## src/rtl/nfa_pkg.sv

```systemverilog
// Shared constants, codes and types for the NFA set simulator.
package nfa_pkg;

    localparam int NUM_STATES  = 32;
    localparam int NUM_SYMBOLS = 256;

    localparam int STATE_W    = $clog2(NUM_STATES);
    localparam int SYM_W      = $clog2(NUM_SYMBOLS);
    localparam int ADDR_W     = STATE_W + SYM_W;
    localparam int TABLE_DEPTH = NUM_STATES * NUM_SYMBOLS;

    // Fixed widths of the port fields
    localparam int OP_W          = 2;
    localparam int STATE_FIELD_W = 5;
    localparam int SYM_FIELD_W   = 8;
    localparam int MASK_W        = 32;
    localparam int CFG_IDX_W     = 1;
    localparam int CFG_DATA_W    = 32;

    // Input queue between front and back
    localparam int QUEUE_DEPTH = 2;
    localparam int QPTR_W      = $clog2(QUEUE_DEPTH);
    localparam int QCNT_W      = $clog2(QUEUE_DEPTH + 1);

    // Configuration register indexes
    localparam logic [CFG_IDX_W-1:0] CFG_START_STATE = 1'b0;
    localparam logic [CFG_IDX_W-1:0] CFG_ACCEPT_MASK = 1'b1;

    typedef enum logic [OP_W-1:0] {
        OP_ADD_EDGE = 2'd0,
        OP_FEED     = 2'd1,
        OP_END      = 2'd2,
        OP_CLEAR    = 2'd3
    } op_t;

    typedef enum logic [2:0] {
        K_NOP,
        K_EDGE,
        K_FEED,
        K_FEED_EMPTY,
        K_END,
        K_CLEAR
    } kind_t;

    typedef struct packed {
        kind_t              kind;
        logic [STATE_W-1:0] from_state;
        logic [STATE_W-1:0] to_state;
        logic [SYM_W-1:0]   symbol;
    } item_t;

    typedef enum logic [2:0] {
        B_SWEEP,
        B_IDLE,
        B_EDGE_RD,
        B_EDGE_WR,
        B_SCAN,
        B_DRAIN,
        B_REPORT
    } back_state_t;

    typedef logic [NUM_STATES-1:0] set_t;

endpackage

```

## src/rtl/nfa_front.sv

```systemverilog
// Front end: accepts input transactions, classifies them and queues them for the back end.
module nfa_front (
    input  logic                              clk,
    input  logic                              rst_n,
    input  logic                              enable,
    input  logic                              in_valid,
    output logic                              in_ready,
    input  logic [nfa_pkg::OP_W-1:0]          operation,
    input  logic [nfa_pkg::STATE_FIELD_W-1:0] from_state,
    input  logic [nfa_pkg::STATE_FIELD_W-1:0] to_state,
    input  logic [nfa_pkg::SYM_FIELD_W-1:0]   symbol,
    output logic                              head_valid,
    output nfa_pkg::item_t                    head,
    input  logic                              pop
);
    import nfa_pkg::*;

    item_t             slot_reg [QUEUE_DEPTH];
    logic [QPTR_W-1:0] wr_ptr_reg, wr_ptr_next;
    logic [QPTR_W-1:0] rd_ptr_reg, rd_ptr_next;
    logic [QCNT_W-1:0] count_reg, count_next;
    item_t             item_in;
    logic              push;
    logic              edge_ok;
    logic              sym_ok;

    // Classify: out-of-range edges become no-ops, out-of-range symbols empty the set
    always_comb
    begin
        edge_ok = (int'(from_state) < NUM_STATES) && (int'(to_state) < NUM_STATES) &&
                  (int'(symbol) < NUM_SYMBOLS);
        sym_ok  = int'(symbol) < NUM_SYMBOLS;
        item_in.from_state = STATE_W'(from_state);
        item_in.to_state   = STATE_W'(to_state);
        item_in.symbol     = SYM_W'(symbol);
        case (op_t'(operation))
            OP_ADD_EDGE: item_in.kind = edge_ok ? K_EDGE : K_NOP;
            OP_FEED:     item_in.kind = sym_ok ? K_FEED : K_FEED_EMPTY;
            OP_END:      item_in.kind = K_END;
            OP_CLEAR:    item_in.kind = K_CLEAR;
            default:     item_in.kind = K_NOP;
        endcase
    end

    assign in_ready   = enable && (int'(count_reg) < QUEUE_DEPTH);
    assign push       = in_valid && in_ready;
    assign head_valid = count_reg != '0;
    assign head       = slot_reg[rd_ptr_reg];

    always_comb
    begin
        wr_ptr_next = wr_ptr_reg;
        rd_ptr_next = rd_ptr_reg;
        count_next  = count_reg;
        if (push)
        begin
            wr_ptr_next = (int'(wr_ptr_reg) == QUEUE_DEPTH - 1) ? '0 : wr_ptr_reg + 1'b1;
        end
        if (pop)
        begin
            rd_ptr_next = (int'(rd_ptr_reg) == QUEUE_DEPTH - 1) ? '0 : rd_ptr_reg + 1'b1;
        end
        if (push && !pop)
        begin
            count_next = count_reg + 1'b1;
        end
        else if (pop && !push)
        begin
            count_next = count_reg - 1'b1;
        end
    end

    always_ff @(posedge clk or negedge rst_n)
    begin
        if (!rst_n)
        begin
            wr_ptr_reg <= '0;
            rd_ptr_reg <= '0;
            count_reg  <= '0;
        end
        else
        begin
            wr_ptr_reg <= wr_ptr_next;
            rd_ptr_reg <= rd_ptr_next;
            count_reg  <= count_next;
        end
    end

    always_ff @(posedge clk)
    begin
        if (push)
        begin
            slot_reg[wr_ptr_reg] <= item_in;
        end
    end

endmodule

```

## config.mk

```make
export PLATFORM = sky130hd
export DESIGN_NAME = nfa_front
export DESIGN_NICKNAME = d
export VERILOG_FILES = /design/src/rtl/nfa_pkg.sv /design/src/rtl/nfa_front.sv
export SDC_FILE = /design/constraint.sdc
export NUM_CORES = 1
export LEC_CHECK = 0
export ABC_AREA = 0
export BUFFER_PORTS_ARGS = -buffer_cell sky130_fd_sc_hd__buf_2
export CAP_MARGIN = 5
export CORE_MARGIN = 1
export CORE_UTILIZATION = 44
export CTS_BUF_LIST = sky130_fd_sc_hd__clkbuf_8
export CTS_CLUSTER_DIAMETER = 60
export CTS_CLUSTER_SIZE = 16
export DETAILED_ROUTE_END_ITERATION = 7
export GPL_ROUTABILITY_DRIVEN = 1
export HOLD_SLACK_MARGIN = 0.02
export PLACE_DENSITY = 0.69
export SETUP_SLACK_MARGIN = 0.4
export SLEW_MARGIN = 10
export SYNTH_ARGS = -nofsm -noshare
export SYNTH_HDL_FRONTEND = slang
export SYNTH_SLANG_ARGS = --single-unit
```

## constraint.sdc

```tcl
create_clock -name clk -period 3.4 [get_ports clk]
set_input_delay 0.34 -clock clk [delete_from_list [all_inputs] [get_ports clk]]
set_output_delay 0.34 -clock clk [all_outputs]
set_load 0.05 [all_outputs]
```

==> Yosys cells after proc, flatten, opt, wreduce, memory -nomap -nowiden <==
Memories as Yosys holds them, arrays and structs flattened.
Cells that the tools add are included.
{ "op_classes": {"n_eq_ne": 3, "order_cmp": 1, "reduce_logical": 9, "mux": 7, "n_addsub": 4} }
{ "op_table": {"columns": ["operator", "count"], "rows": [
  ["$pmux 3 s4", 1],
  ["$eq 2x2->1 const B", 2],
  ["$logic_and 1x1->1", 4],
  ["$mux 1", 4],
  ["$mux 2", 2],
  ["$reduce_bool 2->1", 2],
  ["$add 1x1->1 const B", 2],
  ["$add 2x1->2 const B", 1],
  ["$eq 2x1->1 const B", 1],
  ["$logic_not 1->1", 2],
  ["$logic_not 2->1", 1],
  ["$lt 2x2->1 const B", 1],
  ["$sub 2x1->2 const B", 1]
]} }
{ "totals": {"memories": 1, "in_bits": 25, "word_cells": 28, "ramBits": 42, "register_bits": 4, "out_inout_bits": 23} }
{ "mem_list": {"columns": ["name", "words", "width", "rd", "rd_clocked_by_memory_dff", "write_ports", "line", "rtl"], "rows": [
  ["slot_reg", 2, 21, 1, 0, 1, "nfa_front.sv:18", "item_t slot_reg [QUEUE_DEPTH];"]
]} }

==> Depth between registers and ports, before layout <==
{ "depth": {"word_depth": 7, "ltp_mapped": 7, "depth_no_buf": 7} }

==> Worst setup path after synthesis <==
No wires, ideal clock.
{ "synth_path": {"path_kind": "register -> register", "startpoint": "reg count_reg[1]", "endpoint": "mem slot_reg[0][0] (netlist bit), enable pin", "t_arrival_ns": 2.003, "setup_ns": 0.399, "stages_incl_launch_ff": 4, "period_less_slack_ns": 2.402, "path_buffers": 0, "required_ns": 3.001, "setup_slack_ns": 0.998, "path_cell_list": "dfrtp_1 -> nor2b_2 -> nand2_1 -> nor2_1"} }
{ "synth_between": {"elab_chain_cells": 5} }
{ "synth_rtl": {"columns": ["element", "line", "rtl"], "rows": [
  ["from (decl)", "nfa_front.sv:21", "logic [QCNT_W-1:0] count_reg, count_next;"],
  ["from (signal assigned)", "nfa_front.sv:85", "count_reg <= count_next;"],
  ["$lt 2x2->1", "nfa_front.sv:45", "assign in_ready = enable && (int'(count_reg) < QUEUE_DEPTH);"],
  ["$logic_and 1x1->1", "nfa_front.sv:45", null],
  ["via in_ready", "nfa_front.sv:7", "output logic in_ready,"],
  ["$logic_and 1x1->1", "nfa_front.sv:46", "assign push = in_valid && in_ready;"],
  ["$mux 1", "nfa_front.sv:91", "if (push)"],
  ["$mux 1 (implied by the code)", "nfa_front.sv:93", "slot_reg[wr_ptr_reg] <= item_in;"],
  ["to (decl)", "nfa_front.sv:18", null]
]} }
The timed path passes the listed nets, and every way through them passes these cells.

==> metrics.txt <==
outcome=finished, final reports clean; hold path depth=1; RSZ-0062 raised after global routing=no; Worst Setup SP=rd_ptr_reg; max layer used=met4; f_max=448.9 MHz; hold_sp=symbol[7]; number of I/O pins=48; Post-CTS Setup Inserts=0; die area=approximately 0.0043 sq mm; PD cells=around 840 mW/mm^2; starting density of the core=between 40% and 50%; final hold violation count=0; DPL Wire Length=1.777 mm; worst-path fanout max=22; Cell Rows=22; H-tree depth=2; Synth warnings=0; initial DRC count=27; Hold Worst Slack=around 0.23 ns; CTS max path bufs=2; diodes inserted=0; gpl congestion=0.6381; Clock Pin Slew Worst Setup and Hold Paths=0.08 ns; max FFs per register=42; Worst R2R Path Depth=3; routed wl met3=around 100 um; distinct cell type count of the synthesized netlist=13; die width=~65 um; data required time of the worst path=3.06 ns; routed wire length per instance=13.54 um; synthesized area=between 0.0015 and 0.002 sq mm; initial antenna violation count=0; register area=roughly 0.0014 sq mm; Final ANT Viol Nets=0; Final Skew=~0.0023 ns; post-synthesis net count=~120; Final min period=around 2.2 ns; clk root buf=clkbuf_8; met2 wire length=1.488 mm; WL met1=937 um; Worst Setup Start Kind=flop; Worst Hold Path EP=slot_reg[1][7]; Hold WC Path Type=in2reg; CP Capture Type=primary output; TNS Setup=0 ns; fin. max-slew vios=0; wire length of the first global-routing pass=4.022 mm; CTS tree=done; max cap viols=0; TritonCTS buffer count=5; Clock Latency Late Sink=just under 0.3 ns; Synth Register Bits=46; Nets=171; DRT Wirelength=2.587 mm; Initial DRT Pass Iterations=4; worst ir drop on vdd=between 500 and 600 uV; via count=about 940; sequential area share after synthesis=roughly 77%; Rel. slew slack=approximately 29%; layout cell share with drive strength beyond 1=between 50% and 60%; # clock sinks=46; worst slew pin tran=1.057 ns; CP Data Arrival Time=1.89 ns; period utilization=65.52%; FILL cells=approximately 330; core box area=~0.0037 sq mm; Tot GR Track Use=a little over an eighth; Multi-input gate area=371.6 sq um; Setup CP Type=reg2out; vias per std cell=approximately 4.9; drt drc=0; vias in the first global route=between 800 and 900; Mean Syn Cell Area=19.86 sq um; reg2reg end=slot_reg[0][7]; largest net degree at the start of global routing=23; # setup viols final=0; Area Overhead vs Synth=22.58%; worst reg2reg path startpoint=count_reg[1]; cells after synthesis=89; R2R Setup Slk=approximately 1.5 ns; Die Ht=about 65 um; Leak=0.8479 nW; grt total ovfl=0; Port Buffers=between 40 and 50
==> where the power goes <==
group | switching (mW) | leakage, nW | total, mW | internal, mW
clock network | 0.171 | 0.0504 | 0.389 | 0.218
logic | 0.445 | 0.369 | 0.650 | 0.204
registers | 0.0804 | 0.429 | 0.779 | 0.699
==> synthesized netlist by cell type <==
library cell	number	area share (%)
nand2_1	1	0.21
edfxtp_1	42	71
mux2_2	21	13
xor2_1	3	1.5
inv_1	4	0.85
dfrtp_1	4	5.7
or2_2	2	0.71
xnor2_1	2	0.99
and3_1	1	0.35
nor2_1	2	0.42
nor2b_2	1	0.50
ha_1	4	2.8
buf_6	2	1.3
==> critical path, stage by stage (launching register included) <==
cell and delay (ns):
dfrtp_1 0.95, mux2_2 0.43, buf_2 0.21
==> per-layer routing <==
layer,GRT usage [%],up-vias
met4,8.152,0
met5,0,-
met2,25.00,23
li1,-,432
met3,3.819,8
met1,13.21,472
==> logic make-up after synthesis <==
family / after synthesis / synth area share [%]
xor gates and xnor gates: 5 / 2.477
adders and majority gates: 4 / 2.831
buffers and inverters: 6 / 2.123
DFF: 46 / 77.00
muxes: 21 / 13.38
and+or+nand+nor: 7 / 2.194
==> layout by cell type (no fill, tap or decap) <==
cell type      Yosys  layout
nor2_2             0       1
bufinv_16          0       1
dfrtp_1            4       4
xnor2_1            2       2
xor2_1             3       3
edfxtp_1          42      42
and3_1             1       1
clkinvlp_4         0       2
buf_2              0      47
ha_1               4       4
or2_2              2       2
nand2_1            1       1
clkbuf_8           0       5
mux2_2            21      21
inv_1              4       4
nor2b_2            1       1
nor2_1             2       1
dlygate4sd3_1      0       1
==> how the worst max path moves through the flow <==
| stage | endpoint | slack (ns) | cells after the start |
|---|---|---|---|
| 2_1_floorplan | slot_reg[0][0] | 1.0 | 3 |
| 3_3_place_gp | head[16] | 1.50 | 2 |
| 3_5_place_dp | slot_reg[0][7] | 1.46 | 4 |
| 4_1_cts | head[11] | 1.14 | 2 |
| 5_1_grt | head[9] | 1.08 | 2 |
| 6_report | head[18] | 1.17 | 2 |
==> final cells by class <==
type	count	area share [%]
clock inverters	3	2.079
well taps	48	2.771
multi-input cells	37	17.15
clock buffers	5	3.176
inverters	4	0.6928
flip-flops and latches	46	62.82
repair buffers	48	11.32
==> what timing repair did <==
item / in CTS / in global routing
resized for setup: 0 / 0
hold endpoints to repair: 4 / 0
hold buffers: 1 / 0
==> metrics by stage <==
step	area [sq um]	instances	utilization, %	total power, mW	worst slack [ns]
floorplan	1768	89	-	1.326	0.9981
global placement	2043	182	54.58	1.436	1.498
detailed placement	2043	182	54.58	1.448	1.459
CTS	2167	191	57.89	1.835	1.145
global route	2167	191	57.89	1.894	1.080
finish	2167	191	57.89	1.817	1.172
(Power assumes the default switching activity.)
